==> config.mk <==
export PLATFORM = sky130hd
export DESIGN_NAME = three_zone_bright_pixel_level_top
export DESIGN_NICKNAME = d
export VERILOG_FILES = /design/src/hw/rtl/tzbpl_pkg.sv /design/src/hw/rtl/tzbpl_ctrl.sv /design/src/hw/rtl/tzbpl_dpath.sv /design/src/hw/rtl/three_zone_bright_pixel_level_top.sv
export SDC_FILE = /design/constraint.sdc
export NUM_CORES = 1
export LEC_CHECK = 0
export ABC_AREA = 1
export BUFFER_PORTS_ARGS = -buffer_cell sky130_fd_sc_hd__buf_2
export CORE_MARGIN = 4
export CORE_UTILIZATION = 55
export CTS_CLUSTER_SIZE = 14
export DETAILED_ROUTE_END_ITERATION = 7
export PLACE_DENSITY = 0.71
export RECOVER_POWER = 100
export SYNTH_ARGS = -nofsm -noshare
export SYNTH_HDL_FRONTEND = slang
export SYNTH_HIERARCHICAL = 1
export SYNTH_SLANG_ARGS = --single-unit
==> constraint.sdc <==
create_clock -name clock -period 6.1 [get_ports clock]
set_input_delay 1.83 -clock clock [delete_from_list [all_inputs] [get_ports clock]]
set_output_delay 1.83 -clock clock [all_outputs]
set_load 0.01 [all_outputs]
==> src/hw/rtl/tzbpl_pkg.sv <==
// shared types and constants of the three-zone bright pixel level block
package tzbpl_pkg;

   localparam int NUM_ZONES  = 3;
   localparam int LEVEL_W    = 7;
   localparam int RED_W      = 8;
   localparam int COLUMN_W   = 10;
   localparam int WIDTH_W    = 11;
   localparam int THIRD_W    = 10;
   localparam int CSR_IDX_W  = 1;
   localparam int CSR_DATA_W = 11;
   localparam int STEP_W     = 3;

   // register indexes
   localparam logic [CSR_IDX_W-1:0] CSR_RED_THRESHOLD = 1'b0;
   localparam logic [CSR_IDX_W-1:0] CSR_IMAGE_WIDTH   = 1'b1;

   // reset values of the registers and of the derived zone bounds
   localparam logic [RED_W-1:0]   THRESHOLD_RESET  = 8'd127;
   localparam logic [WIDTH_W-1:0] WIDTH_RESET      = 11'd640;
   localparam logic [THIRD_W-1:0] THIRD_RESET      = 10'd213;
   localparam logic [WIDTH_W-1:0] TWO_THIRD_RESET  = 11'd426;

   // floor(w/3) as (w*2731)>>13, exact for every 11-bit w
   localparam logic [11:0] THIRD_RECIP = 12'd2731;
   localparam int          THIRD_SHIFT = 13;

   // zone indexes
   localparam logic [1:0] ZONE_LEFT   = 2'd0;
   localparam logic [1:0] ZONE_MIDDLE = 2'd1;
   localparam logic [1:0] ZONE_RIGHT  = 2'd2;

   // one quotient bit per step, seven steps per zone
   localparam logic [STEP_W-1:0] LAST_STEP = 3'd6;

   typedef enum logic [1:0] {
      ST_IDLE,
      ST_LOAD,
      ST_STEP,
      ST_FINISH
   } state_type;

   typedef struct packed {
      logic       accum;
      logic       load;
      logic       step;
      logic       last_step;
      logic       publish;
      logic [1:0] zone;
   } ctl_cmd_type;

   typedef struct packed {
      logic out_free;
   } dp_status_type;

endpackage

==> src/hw/rtl/tzbpl_ctrl.sv <==
// controller: pixel acceptance and sequencing of the per-frame divisions
module tzbpl_ctrl (
   input  logic                     clock,
   input  logic                     reset,
   input  logic                     req_valid,
   input  logic                     req_frame_last,
   output logic                     req_ready,
   input  tzbpl_pkg::dp_status_type status,
   output tzbpl_pkg::ctl_cmd_type   cmd
);
   import tzbpl_pkg::*;

   state_type         state_ff, state_in;
   logic [1:0]        zone_ff, zone_in;
   logic [STEP_W-1:0] step_ff, step_in;

   always_ff @(posedge clock) begin
      if (reset) begin
         state_ff <= ST_IDLE;
         zone_ff  <= ZONE_LEFT;
         step_ff  <= '0;
      end else begin
         state_ff <= state_in;
         zone_ff  <= zone_in;
         step_ff  <= step_in;
      end
   end

   always_comb begin
      state_in  = state_ff;
      zone_in   = zone_ff;
      step_in   = step_ff;
      req_ready = 1'b0;
      cmd       = '0;
      cmd.zone  = zone_ff;
      case (state_ff)
         ST_IDLE: begin
            req_ready = 1'b1;
            cmd.accum = req_valid;
            if (req_valid && req_frame_last) begin
               state_in = ST_LOAD;
               zone_in  = ZONE_LEFT;
            end
         end
         ST_LOAD: begin
            cmd.load = 1'b1;
            step_in  = '0;
            state_in = ST_STEP;
         end
         ST_STEP: begin
            cmd.step = 1'b1;
            if (step_ff == LAST_STEP) begin
               cmd.last_step = 1'b1;
               if (zone_ff == ZONE_RIGHT) begin
                  state_in = ST_FINISH;
               end else begin
                  zone_in  = zone_ff + 2'd1;
                  state_in = ST_LOAD;
               end
            end else begin
               step_in = step_ff + 3'd1;
            end
         end
         ST_FINISH: begin
            if (status.out_free) begin
               cmd.publish = 1'b1;
               state_in    = ST_IDLE;
            end
         end
         default: begin
            state_in = ST_IDLE;
         end
      endcase
   end

endmodule

==> src/hw/rtl/tzbpl_dpath.sv <==
// datapath: config registers, zone accumulators, shift-subtract divider, output register
module tzbpl_dpath #(
   parameter int MAX_FRAME_PIXELS = 1048576
) (
   input  logic                                clock,
   input  logic                                reset,
   input  tzbpl_pkg::ctl_cmd_type              cmd,
   output tzbpl_pkg::dp_status_type            status,
   input  logic                                csr_we,
   input  logic [tzbpl_pkg::CSR_IDX_W-1:0]     csr_index,
   input  logic [tzbpl_pkg::CSR_DATA_W-1:0]    csr_wdata,
   input  logic [tzbpl_pkg::RED_W-1:0]         req_pixel_red,
   input  logic [tzbpl_pkg::COLUMN_W-1:0]      req_pixel_column,
   input  logic                                rsp_ready,
   output logic                                rsp_valid,
   output logic [tzbpl_pkg::LEVEL_W-1:0]       rsp_level_left,
   output logic [tzbpl_pkg::LEVEL_W-1:0]       rsp_level_middle,
   output logic [tzbpl_pkg::LEVEL_W-1:0]       rsp_level_right
);
   import tzbpl_pkg::*;

   localparam int SUM_W = $clog2(255 * MAX_FRAME_PIXELS + 1);
   localparam int CNT_W = $clog2(MAX_FRAME_PIXELS + 2);
   localparam int DIV_W = (SUM_W + 7 > CNT_W + 14) ? SUM_W + 7 : CNT_W + 14;
   localparam logic [SUM_W:0]   SUM_CAP   = (SUM_W+1)'(255 * MAX_FRAME_PIXELS);
   localparam logic [CNT_W-1:0] COUNT_CAP = CNT_W'(MAX_FRAME_PIXELS + 1);
   localparam logic [CNT_W-1:0] COUNT_ONE = CNT_W'(1);

   // configuration and derived zone bounds
   logic [RED_W-1:0]   threshold_ff, threshold_in;
   logic [WIDTH_W-1:0] width_ff, width_in;
   logic [THIRD_W-1:0] third_ff, third_in;
   logic [WIDTH_W-1:0] two_third_ff, two_third_in;
   logic [23:0]        third_prod;

   // accumulators
   logic [SUM_W-1:0] sum_ff [NUM_ZONES];
   logic [SUM_W-1:0] sum_in [NUM_ZONES];
   logic [CNT_W-1:0] cnt_ff [NUM_ZONES];
   logic [CNT_W-1:0] cnt_in [NUM_ZONES];
   logic [NUM_ZONES-1:0] hit;
   logic [WIDTH_W-1:0]   col;
   logic                 bright;

   // divider
   logic [DIV_W-1:0]   rem_ff, rem_in;
   logic [DIV_W-1:0]   div_ff, div_in;
   logic [LEVEL_W-1:0] q_ff, q_in;
   logic [DIV_W:0]     diff;
   logic               take;
   logic [LEVEL_W-1:0] q_step;
   logic [SUM_W-1:0]   sel_sum;
   logic [CNT_W-1:0]   sel_cnt;
   logic [DIV_W-1:0]   sum_ext, cnt_ext;

   logic [LEVEL_W-1:0] level_ff [NUM_ZONES];
   logic [LEVEL_W-1:0] level_in [NUM_ZONES];

   // output register
   logic               rsp_valid_ff, rsp_valid_in;
   logic [LEVEL_W-1:0] out_left_ff, out_left_in;
   logic [LEVEL_W-1:0] out_middle_ff, out_middle_in;
   logic [LEVEL_W-1:0] out_right_ff, out_right_in;

   // config writes
   always_comb begin
      threshold_in = threshold_ff;
      width_in     = width_ff;
      third_in     = third_ff;
      two_third_in = two_third_ff;
      third_prod   = 24'(csr_wdata) * 24'(THIRD_RECIP);
      if (csr_we) begin
         case (csr_index)
            CSR_RED_THRESHOLD: threshold_in = csr_wdata[RED_W-1:0];
            CSR_IMAGE_WIDTH: begin
               width_in     = csr_wdata[WIDTH_W-1:0];
               third_in     = third_prod[THIRD_SHIFT +: THIRD_W];
               two_third_in = {third_prod[THIRD_SHIFT +: THIRD_W], 1'b0};
            end
            default: ;
         endcase
      end
   end

   // zone membership of the incoming pixel
   always_comb begin
      col    = WIDTH_W'(req_pixel_column);
      bright = req_pixel_red > threshold_ff;
      hit[0] = bright && (col < WIDTH_W'(third_ff));
      hit[1] = bright && (col > WIDTH_W'(third_ff)) && (col < two_third_ff);
      hit[2] = bright && (col > two_third_ff) && (col < width_ff);
   end

   // saturating accumulation, cleared when a result is published
   always_comb begin
      logic [SUM_W:0] s;
      for (int z = 0; z < NUM_ZONES; z++) begin
         s         = {1'b0, sum_ff[z]} + (SUM_W+1)'(req_pixel_red);
         sum_in[z] = sum_ff[z];
         cnt_in[z] = cnt_ff[z];
         if (cmd.publish) begin
            sum_in[z] = '0;
            cnt_in[z] = COUNT_ONE;
         end else if (cmd.accum && hit[z]) begin
            sum_in[z] = (s > SUM_CAP) ? SUM_CAP[SUM_W-1:0] : s[SUM_W-1:0];
            if (cnt_ff[z] < COUNT_CAP) begin
               cnt_in[z] = cnt_ff[z] + COUNT_ONE;
            end
         end
      end
   end

   // sum*127 / (count*255), restoring division with a 7-bit quotient
   always_comb begin
      sel_sum = sum_ff[cmd.zone];
      sel_cnt = cnt_ff[cmd.zone];
      sum_ext = DIV_W'(sel_sum);
      cnt_ext = DIV_W'(sel_cnt);
      diff    = {1'b0, rem_ff} - {1'b0, div_ff};
      take    = !diff[DIV_W];
      q_step  = {q_ff[LEVEL_W-2:0], take};
      rem_in  = rem_ff;
      div_in  = div_ff;
      q_in    = q_ff;
      for (int z = 0; z < NUM_ZONES; z++) begin
         level_in[z] = level_ff[z];
      end
      if (cmd.load) begin
         rem_in = (sum_ext << 7) - sum_ext;
         div_in = ((cnt_ext << 8) - cnt_ext) << (LEVEL_W - 1);
         q_in   = '0;
      end else if (cmd.step) begin
         if (take) begin
            rem_in = diff[DIV_W-1:0];
         end
         div_in = div_ff >> 1;
         q_in   = q_step;
         if (cmd.last_step) begin
            level_in[cmd.zone] = q_step;
         end
      end
   end

   // output register
   always_comb begin
      rsp_valid_in  = rsp_valid_ff;
      out_left_in   = out_left_ff;
      out_middle_in = out_middle_ff;
      out_right_in  = out_right_ff;
      if (rsp_valid_ff && rsp_ready) begin
         rsp_valid_in = 1'b0;
      end
      if (cmd.publish) begin
         rsp_valid_in  = 1'b1;
         out_left_in   = level_ff[ZONE_LEFT];
         out_middle_in = level_ff[ZONE_MIDDLE];
         out_right_in  = level_ff[ZONE_RIGHT];
      end
   end

   always_ff @(posedge clock) begin
      if (reset) begin
         threshold_ff <= THRESHOLD_RESET;
         width_ff     <= WIDTH_RESET;
         third_ff     <= THIRD_RESET;
         two_third_ff <= TWO_THIRD_RESET;
         rsp_valid_ff <= 1'b0;
         for (int z = 0; z < NUM_ZONES; z++) begin
            sum_ff[z] <= '0;
            cnt_ff[z] <= COUNT_ONE;
         end
      end else begin
         threshold_ff <= threshold_in;
         width_ff     <= width_in;
         third_ff     <= third_in;
         two_third_ff <= two_third_in;
         rsp_valid_ff <= rsp_valid_in;
         for (int z = 0; z < NUM_ZONES; z++) begin
            sum_ff[z] <= sum_in[z];
            cnt_ff[z] <= cnt_in[z];
         end
      end
   end

   always_ff @(posedge clock) begin
      rem_ff        <= rem_in;
      div_ff        <= div_in;
      q_ff          <= q_in;
      out_left_ff   <= out_left_in;
      out_middle_ff <= out_middle_in;
      out_right_ff  <= out_right_in;
      for (int z = 0; z < NUM_ZONES; z++) begin
         level_ff[z] <= level_in[z];
      end
   end

   assign status.out_free  = !rsp_valid_ff;
   assign rsp_valid        = rsp_valid_ff;
   assign rsp_level_left   = out_left_ff;
   assign rsp_level_middle = out_middle_ff;
   assign rsp_level_right  = out_right_ff;

endmodule

==> src/hw/rtl/three_zone_bright_pixel_level_top.sv <==
// top level of the three-zone bright pixel level block
// Takes a frame of pixels, one per transfer, and splits the width into a left, middle and
// right zone at floor(w/3) and 2*floor(w/3); pixels on those two boundary columns, and at or
// beyond the width, belong to no zone. Per zone it sums red values strictly above the
// threshold and counts those pixels (count starts at 1, both saturate). The transfer that
// carries frame_last closes the frame and yields one result of three levels
// floor(sum*127/(count*255)), 0 to 127, after which the zones restart empty. Pixels are
// taken at one per cycle. After the last pixel of a frame the input stalls while one
// shared shift-subtract divider works through the zones (a load, then the quotient bits one
// by one, per zone) and the result moves into the output register; if the previous result
// is still untaken, the stall lasts until it is. While a result waits in the output register
// the next frame's pixels are accepted. Write the registers only while the block is idle.
module three_zone_bright_pixel_level_top #(
   parameter int MAX_FRAME_PIXELS = 1048576
) (
   input  logic                                clock,
   input  logic                                reset,
   // configuration write port
   input  logic                                csr_we,
   input  logic [tzbpl_pkg::CSR_IDX_W-1:0]     csr_index,
   input  logic [tzbpl_pkg::CSR_DATA_W-1:0]    csr_wdata,
   // pixel input
   input  logic                                req_valid,
   output logic                                req_ready,
   input  logic [tzbpl_pkg::RED_W-1:0]         req_pixel_red,
   input  logic [tzbpl_pkg::COLUMN_W-1:0]      req_pixel_column,
   input  logic                                req_frame_last,
   // level result
   output logic                                rsp_valid,
   input  logic                                rsp_ready,
   output logic [tzbpl_pkg::LEVEL_W-1:0]       rsp_level_left,
   output logic [tzbpl_pkg::LEVEL_W-1:0]       rsp_level_middle,
   output logic [tzbpl_pkg::LEVEL_W-1:0]       rsp_level_right
);
   import tzbpl_pkg::*;

   ctl_cmd_type   ctl_cmd;
   dp_status_type dp_status;

   // sequencing: pixel accept, per-zone load/step, publish
   tzbpl_ctrl u_ctrl (
      .clock          (clock),
      .reset          (reset),
      .req_valid      (req_valid),
      .req_frame_last (req_frame_last),
      .req_ready      (req_ready),
      .status         (dp_status),
      .cmd            (ctl_cmd)
   );

   // accumulators, divider and output register
   tzbpl_dpath #(
      .MAX_FRAME_PIXELS (MAX_FRAME_PIXELS)
   ) u_dpath (
      .clock            (clock),
      .reset            (reset),
      .cmd              (ctl_cmd),
      .status           (dp_status),
      .csr_we           (csr_we),
      .csr_index        (csr_index),
      .csr_wdata        (csr_wdata),
      .req_pixel_red    (req_pixel_red),
      .req_pixel_column (req_pixel_column),
      .rsp_ready        (rsp_ready),
      .rsp_valid        (rsp_valid),
      .rsp_level_left   (rsp_level_left),
      .rsp_level_middle (rsp_level_middle),
      .rsp_level_right  (rsp_level_right)
   );

`ifndef NO_ASSERTIONS
   // a result only appears as the outcome of a publish
   assert property (@(posedge clock) disable iff (reset)
      $rose(rsp_valid) |-> $past(ctl_cmd.publish))
      else $error("result valid without publish");

   // no pixel is taken while the divider is busy
   assert property (@(posedge clock) disable iff (reset)
      (ctl_cmd.load || ctl_cmd.step || ctl_cmd.publish) |-> !req_ready)
      else $error("pixel accepted during division");

   // closing a frame starts division with the left zone
   assert property (@(posedge clock) disable iff (reset)
      (req_valid && req_ready && req_frame_last) |=>
         (ctl_cmd.load && ctl_cmd.zone == ZONE_LEFT))
      else $error("frame end did not start division");
`endif

endmodule

== Word-level counts from Yosys, hierarchy flattened ==
Memories as Yosys holds them, arrays and structs flattened. A register that Yosys moved wholly into a read port is not among the register bits.
Cells that the tools add are included.

* Flip-flop bits (word level): 113
* Bits in writable memories: 168
* Bits of input ports: 36
* Output and inout bits: 23
* Memories kept: 3

* Add/sub/neg operators: 11
* $mul: 1
* Order comparisons: 14
* Equal/unequal tests: 11
* Mux-type cells: 62
* Bitwise operators: 8
* Reductions and logical operators: 23

{| class="wikitable"
|+ Memories
! name !! depth !! bits a word !! rd ports !! clocked after memory_dff !! write ports !! line !! source
|-
| u_dpath.sum_ff || 3 || 28 || 4 || 1 || 3 || tzbpl_dpath.sv:37 || <nowiki>logic [SUM_W-1:0] sum_ff [NUM_ZONES];</nowiki>
|-
| u_dpath.cnt_ff || 3 || 21 || 4 || 1 || 3 || tzbpl_dpath.sv:39 || <nowiki>logic [CNT_W-1:0] cnt_ff [NUM_ZONES];</nowiki>
|-
| u_dpath.level_ff || 3 || 7 || 6 || 3 || 3 || tzbpl_dpath.sv:56 || <nowiki>logic [LEVEL_W-1:0] level_ff [NUM_ZONES];</nowiki>
|}

{| class="wikitable"
|+ Operators by type and width
! operator !! number
|-
| $mux W28 || 12
|-
| $mux W21 || 15
|-
| $mux W35 || 5
|-
| $add A28 B8 Y29 || 3
|-
| $gt A29 B28 Y1 const B || 3
|-
| $add A21 B1 Y21 const B || 3
|-
| $lt A21 B21 Y1 const B || 3
|-
| $sub A35 B35 Y36 || 1
|-
| $sub A35 B28 Y35 || 1
|-
| $sub A29 B21 Y29 || 1
|-
| $mux W2 || 12
|-
| $mul A11 B12 Y23 const B || 1
|-
| $lt A10 B11 Y1 || 2
|-
| $bwmux W21 || 1
|-
| $demux W7 S2 || 1
|-
| $gt A10 B11 Y1 || 1
|-
| $logic_and A1 B1 Y1 || 11
|-
| $mux W1 || 11
|-
| $gt A10 B10 Y1 || 1
|-
| $lt A10 B10 Y1 || 1
|-
| $gt A8 B8 Y1 || 1
|-
| $ne A2 B2 Y1 const B || 4
|-
| $pmux W2 S4 || 1
|-
| $reduce_and A2 Y1 || 4
|-
| 20 further kinds || 31
|}

== Logic depth before layout (Yosys ltp) ==
Gate-level depths: netlist of run 1.

* Depth in word-level cells: 9
* Gate-level depth with buffers: 21
* Mapped depth without buffers: 21

== Cells and area by module ==
Netlist of run 1, hierarchy kept.

{| class="wikitable"
|+ By module, submodules not included
! module !! times used !! cells each !! area each (µm²)
|-
| tzbpl_dpath || 1 || 3907 || 25543.2
|-
| tzbpl_ctrl || 1 || 60 || 409.1
|}

== Worst setup path after synthesis of run 1 ==
No wires, ideal clock.

* Path type: input to register
* Start point: in csr_wdata[5] (netlist bit)
* End point: reg u_dpath.third_ff[9]
* Setup time: 58 ps
* Arrival time: 5522 ps
* Path slack: 520 ps
* Cell stages on the path: 16
* Path buffers: 0
* Cells stage by stage: ha_1 fa_1 fa_1 inv_1 fa_1 fa_1 inv_1 ha_1 nand2_1 nor4_1 nand3_1 nand3_1 a21oi_1 o21ai_0 o211ai_1 inv_1

* Cells in the longest elaborated chain, start to end: 1

{| class="wikitable"
|+ RTL lines
! item !! line !! source
|-
| start, declared || three_zone_bright_pixel_level_top.sv:21 || <nowiki>input logic [tzbpl_pkg::CSR_DATA_W-1:0] csr_wdata,</nowiki>
|-
| $mul A11 B12 Y23 || tzbpl_dpath.sv:71 || <nowiki>third_prod = 24'(csr_wdata) * 24'(THIRD_RECIP);</nowiki>
|-
| end signal, assigned || tzbpl_dpath.sv:175 || <nowiki>third_ff <= third_in;</nowiki>
|-
| end, declared || tzbpl_dpath.sv:32 || <nowiki>logic [THIRD_W-1:0] third_ff, third_in;</nowiki>
|}

No other way between the ends.
A chain may end at the register's enable or synchronous reset.

== Worst setup path after layout of run 1 ==
* Start point: in csr_wdata[5] (netlist bit)
* End point: reg u_dpath.third_ff[6]

Same word-level chain as after synthesis.

==> results.json, run 1 <==
{
  "status": "finished, violations left",
  "violations": "max-capacitance violations, max-slew violations",
  "final_util_pct": 59.85,
  "instances_no_fill": 4630,
  "grt_max_degree": 78,
  "dp.final_hpwl_um": 60060,
  "skew_ns": 0.02697,
  "cts_buffer_depth": 3,
  "critPathLaunch": "csr_wdata[5]",
  "synthFlopType": "dfxtp_1",
  "yosys.area.top_type": "dfxtp_1",
  "wl_per_cell_um": 16.75,
  "rrSetupSlack_ns": 0.64,
  "vias_per_cell": 5.650,
  "finalNetCount": 4276,
  "drc": 0,
  "start_kind": "input pin",
  "cpPeakStageDelay_ns": 0.57,
  "drive_gt1_share_pct": 3.853,
  "crit_family": "adder cells",
  "ios": 59,
  "numCtsBuffers": 37,
  "fp.dieArea_um2": 50730,
  "die_x_um": 225.2,
  "synthesis.area_um2": 25950,
  "met2_usage_pct": 48.50,
  "cts_setup_buffers": 0,
  "power.leakage_nw": 12.96,
  "ff2ff_path_depth": 14,
  "rsz0062_at_grt": "false",
  "gr-usage-all-layers_pct": 30.03,
  "cp_num_buf_inv": 3,
  "syn-instance-count": 3967,
  "antenna_cells": 0,
  "port_buffers": 58,
  "final_common_cell": "nand2_1",
  "use_met1_pct": 41.80,
  "critPathCapture": "u_dpath/third_ff[6]",
  "drt-total-wl_um": 77570,
  "min_period_ns": 5.569,
  "yosysSeqAreaShare_pct": 27.38,
  "synth_area_leaders": "dfxtp_1 15%, nand2_1 15%, edfxtp_1 12%",
  "grt_pass1_vias": 24100,
  "asyncSetResetFlopFracSynth_pct": 0,
  "worstHoldStart": "u_dpath/level_ff[0][0]",
  "synth_edf_count": 106,
  "antenna_found_initial": 0,
  "ir_worst_vdd_uv": 367.0,
  "path_clk_slew_ns": 0.06,
  "h-tree-depth": 2,
  "worst-path-max-fanout": 5,
  "critical_path_depth": 17,
  "maxCapViolCount": 4,
  "r2r_start": "u_ctrl/zone_ff[1]",
  "cp-end-kind": "flop",
  "arrival_ns": 5.99,
  "required_ns": 6.52,
  "max_slew_margin_pct": -114.1,
  "ant_nets": 0,
  "cts_hold_buf": 0,
  "nFillCells": 4647,
  "syn_area_per_cell_um2": 6.542,
  "first_iter_violations": 2294,
  "grt_pass1_wl_um": 125200,
  "cp_cell_sequence": "clkbuf_1 -> ha_1 -> fa_1 -> fa_1 -> inv_1 -> fa_1 -> fa_1 -> inv_1 -> ha_1 -> nand2_1 -> nor2_1 -> nand2_1 -> o21ai_0 -> nand2_1 -> nand2_1 -> xor2_1 -> o21ai_0",
  "drv_slew": 218,
  "die_h_um": 225.2,
  "setup_viol": 0,
  "p_per_area_nw_per_um2": 353.6,
  "start_util_pct": 55.74,
  "clk_latency_ns": 0.57,
  "layout_common_cells": "1,025 x nand2_1, 608 x inv_1, 363 x nor2_1, 359 x a21oi_1, 257 x o21ai_0",
  "path_class": "input pin to flop",
  "core_um2": 46560,
  "clock-sinks": 302,
  "hold_viol": 0,
  "finalCritPeriodShare_pct": 91.29,
  "r2r_end": "u_dpath/div_ff[32]",
  "cts-root-buf": "clkbuf_16",
  "cts_tree": "yes",
  "yosysWarningCount": 6,
  "synth_seq_cells": 302,
  "grt_util_met3_pct": 4.299,
  "tightestPinTransition_ns": 3.212,
  "synth_top_area_share_pct": 15.12,
  "num_vias": 26160,
  "hold_path_class": "flop to flop",
  "grt.overflow.total": 0,
  "fin_setup_tns_ns": 0,
  "crit_slowest_cell": "fa_1",
  "syn2layout_area_growth_pct": 7.372,
  "firstDrtPassIters": 7,
  "synth_cell_type_count": 56,
  "fmaxAchievable_mhz": 179.6,
  "rows": 79,
  "synth_fp_nets": 4245,
  "dp.cells": 4566,
  "power_mw": 9.853,
  "cts_resized": 0,
  "gr-max-usage-layer": "met2",
  "gp_congestion": 1.009
}
-- layout make-up --
| cell class | count | area (µm²) | area share [%] |
|---|---|---|---|
| multi-input cells | 2956 | 16100 | 57.76 |
| flip-flops and latches | 302 | 7107 | 25.50 |
| inverters | 612 | 2297 | 8.244 |
| clock buffers | 46 | 1010 | 3.624 |
| well taps | 607 | 759.5 | 2.726 |
| repair buffers | 89 | 446.7 | 1.603 |
| clock inverters | 18 | 150.1 | 0.5388 |
-- worst reg2reg max path, stage by stage (launching register included) --
cell	delay, ns
dfxtp_1	0.85
inv_1	0.39
nand2_1	0.80
buf_4	0.43
o21ai_0	0.27
a21oi_1	0.71
ha_1	0.32
nand3_1	0.20
inv_1	0.11
nand2_1	0.11
o21ai_0	0.44
nand2_1	0.19
nand3_1	0.11
nand2_1	0.05
o21ai_0	0.31
-- routing by layer --
| layer | share of wire, % | vias up |
|---|---|---|
| li1 | - | 13170 |
| met1 | 45 | 11890 |
| met4 | 3.1 | 0 |
| met5 | 0 | - |
| met3 | 7.4 | 153 |
| met2 | 45 | 954 |
-- cells by family (layout without fill, tap and decap cells) --
| group | after synthesis | in the layout | synth area share (%) |
|---|---|---|---|
| simple gates | 1878 | 1878 | 30.68 |
| compound gates | 771 | 771 | 16.46 |
| buf+inv | 709 | 765 | 10.54 |
| flops | 302 | 302 | 27.38 |
| fa+ha+maj | 242 | 242 | 12.74 |
| xor+xnor | 65 | 65 | 2.194 |
-- worst min-delay path by stage --
| stage | endpoint | slack (ns) | cells past startpoint |
|---|---|---|---|
| floorplan | u_dpath/rsp_level_left[0] | 0.40 | 0 |
| global placement | u_dpath/rsp_level_left[4] | 0.40 | 0 |
| detailed placement | u_dpath/rsp_level_left[0] | 0.40 | 0 |
| CTS | u_dpath/rsp_level_left[0] | 0.42 | 0 |
| global route | u_dpath/rsp_level_left[1] | 0.42 | 0 |
| finish | u_dpath/rsp_level_left[0] | 0.42 | 0 |
-- per-stage QoR --
stage               instance area [µm²]  worst slack (ns)  hold WS [ns]
finish                            27870            0.5312        0.4167
global route                      27870            0.2265        0.4218
CTS                               27980            0.6084        0.4171
detailed placement                26820           0.04792        0.4045
global placement                  26820           0.05729        0.4008
floorplan                         25950            0.5204        0.4003
-- synth_stat cells (23+ instances only) --
cell,n
nand3_1,255
nor2_1,364
o21ai_0,241
dfxtp_1,196
a21oi_1,356
nor4_1,24
nor3_1,68
ha_1,205
inv_1,605
o221ai_1,24
nand2_1,1024
xor2_1,54
o21ai_1,23
nand3b_1,25
edfxtp_1,106
clkbuf_1,67
nand4_1,72
fa_1,37
-- report_power, final --
part           switching [mW]  leakage (nW)  internal, mW  total [mW]
clock network           0.914         0.562          1.22        2.14
logic                    3.40          9.82          1.65        5.05
registers               0.171          2.58          2.50        2.67
total                    4.48          13.0          5.37        9.85
-- sequential cells by signal, summed over array words and instances (netlist names), 6 cells and up --
| signal | cells |
|---|---|
| u_dpath/sum_ff | 84 |
| u_dpath/rsp_level_right | 7 |
| u_dpath/width_ff | 11 |
| u_dpath/cnt_ff | 63 |
| u_dpath/div_ff | 35 |
| u_dpath/rsp_level_middle | 7 |
| u_dpath/rem_ff | 35 |
| u_dpath/level_ff | 21 |
| u_dpath/threshold_ff | 8 |
| u_dpath/third_ff | 10 |
| u_dpath/rsp_level_left | 7 |
| u_dpath/q_ff | 6 |
Note: power is estimated with default switching activity, not from simulation.
==> run 2, diff against run 1 <==
BUFFER_PORTS_ARGS = default   (was -buffer_cell sky130_fd_sc_hd__buf_2)
CORE_ASPECT_RATIO = 2   (was default)
DONT_BUFFER_PORTS = 1   (was default)
PLACE_DENSITY = 0.7   (was 0.71)
==> results.json, run 2 (synthesis results as in run 1) <==
{
  "cts_buffer_depth": 3,
  "nFillCells": 4745,
  "finalNetCount": 4205,
  "p_int_mw": 5.241,
  "num_vias": 26390,
  "port_buffers": 0,
  "dp.final_hpwl_um": 69210,
  "ff2ff_path_depth": 17,
  "tightestPinTransition_ns": 2.966,
  "holdPathEnd": "u_dpath/rsp_level_left[4]",
  "instances_no_fill": 4580,
  "min_period_ns": 5.666,
  "clock-sinks": 302,
  "die_h_um": 315.2,
  "fin_setup_tns_ns": 0,
  "ir_worst_vdd_uv": 230.9,
  "fmaxAchievable_mhz": 176.5,
  "fp.dieArea_um2": 50940,
  "start_kind": "flop",
  "cts-root-buf": "clkbuf_16",
  "path_class": "flop to flop",
  "firstDrtPassIters": 6,
  "biggestRegsByFlops": "u_dpath/sum_ff x84, u_dpath/cnt_ff x63",
  "grt_pass1_wl_um": 134300,
  "status": "finished, violations left",
  "arrival_ns": 6.02,
  "ant_nets": 0,
  "p_seq_share_pct": 27.2,
  "cts_hold_buf": 0,
  "grt_pass1_vias": 26240,
  "core_um2": 46660,
  "gr-usage-all-layers_pct": 33.40,
  "setup_viol": 0,
  "p_sw_mw": 4.604,
  "worst-path-max-fanout": 27,
  "clk_latency_ns": 0.62,
  "violations": "max-capacitance violations, max-slew violations",
  "start_util_pct": 55.61,
  "hold_path_class": "flop to flop",
  "ios": 59,
  "drv_slew": 315,
  "power.leakage_nw": 12.72,
  "r2r_start": "u_ctrl/zone_ff[1]",
  "finalCritPeriodShare_pct": 92.89,
  "p_sw_share_pct": 46.77,
  "grt.overflow.total": 0,
  "hold_viol": 0,
  "syn2layout_area_growth_pct": 5.843,
  "dp.cells": 4521,
  "rows": 112,
  "p_comb_share_pct": 52.6,
  "holdPathStages": 0,
  "grt_max_degree": 78,
  "rsz0062_at_grt": "false",
  "gp_congestion": 1.013,
  "whs_ns": 0.4142,
  "cp-end-kind": "flop",
  "worstHoldStart": "u_dpath/level_ff[0][4]",
  "drive_gt1_share_pct": 2.783,
  "die_x_um": 161.6,
  "drt-total-wl_um": 86920,
  "wl_per_cell_um": 18.98,
  "path_clk_slew_ns": 0.07,
  "final_common_cell": "nand2_1",
  "largest_register_ffs": 84,
  "max_slew_margin_pct": -97.72,
  "antenna_found_initial": 0,
  "final_util_pct": 58.86,
  "first_iter_violations": 1774,
  "p_per_area_nw_per_um2": 358.4,
  "layout_common_cells": "1,025 x nand2_1, 607 x inv_1, 364 x nor2_1, 358 x a21oi_1, 256 x nand3_1",
  "maxCapViolCount": 7,
  "vias_per_cell": 5.762,
  "cts_setup_buffers": 0,
  "skew_ns": 0.02522,
  "rrSetupSlack_ns": 0.43,
  "h-tree-depth": 1,
  "r2r_end": "u_dpath/rem_ff[17]",
  "drc": 0,
  "cts_tree": "yes",
  "top_register": "u_dpath/sum_ff",
  "cts_resized": 0,
  "numCtsBuffers": 31,
  "required_ns": 6.45,
  "pwr-share-clk_pct": 20.2
}
-- run 2: through the flow --
stage | instance area (µm²) | setup slack (ns) | total power [mW]
CTS | 27570 | 0.7479 | 9.816
detailed placement | 26520 | 0.08428 | 7.791
finish | 27470 | 0.4336 | 9.845
floorplan | 25950 | 0.5204 | 6.389
global placement | 26520 | 0.1171 | 7.756
global route | 27470 | 0.2483 | 10.60
-- run 2: cell type report --
class | instances | area [µm²] | share of cell area, %
tap | 627 | 784.5 | 2.856
antenna | 1 | 2.502 | 0.009110
inverter | 612 | 2297 | 8.363
multi-input combinational | 2956 | 16080 | 58.55
clock buffer | 44 | 927.1 | 3.375
sequential | 302 | 7107 | 25.87
clock inverter | 14 | 127.6 | 0.4646
timing repair buffer | 24 | 140.1 | 0.5102
-- run 2: how the worst max path moves through the flow --
| stage | slack [ns] | end | cells after the start | start |
|---|---|---|---|---|
| 5_1_grt | 0.25 | u_dpath/div_ff[30] | 15 | u_ctrl/zone_ff[1] |
| 4_1_cts | 0.75 | u_dpath/third_ff[7] | 14 | csr_wdata[5] |
| 2_1_floorplan | 0.52 | u_dpath/third_ff[9] | 16 | csr_wdata[5] |
| 3_3_place_gp | 0.12 | u_dpath/third_ff[7] | 14 | csr_wdata[5] |
| 6_report | 0.43 | u_dpath/rem_ff[17] | 17 | u_ctrl/zone_ff[1] |
| 3_5_place_dp | 0.08 | u_dpath/third_ff[7] | 14 | csr_wdata[5] |
-- run 2: per-layer routing --
metal,track usage (%),routed length [µm],vias to the layer above
met5,0,0,-
met4,28.82,9239,0
met3,3.466,3799,433
met2,63.66,45300,908
met1,30.94,28580,12020
li1,-,-,13030
-- run 2: power by group through the flow --
stage	Combinational, mW	Clock [mW]	Sequential (mW)
after floorplan	3.75	0	2.64
after global placement	5.05	0	2.70
after detailed placement	5.08	0	2.71
after CTS	5.11	2.04	2.67
after global routing	5.78	2.12	2.70
final	5.18	1.99	2.68
-- run 2: worst max-delay path: stages (launching register included) --
cell and delay (ns):
dfxtp_1 0.48, inv_1 0.24, nand2_1 0.84, o21ai_0 0.61, nor2_1 0.50, inv_1 0.19, ha_1 0.42, nand2_1 0.13
nor2_1 0.17, inv_1 0.07, nor2_1 0.39, inv_1 0.09, nor3_1 0.71, nand2_1 0.11, nand2_1 0.12, a21oi_1 0.06
o21ai_0 0.20, nand2_1 0.07
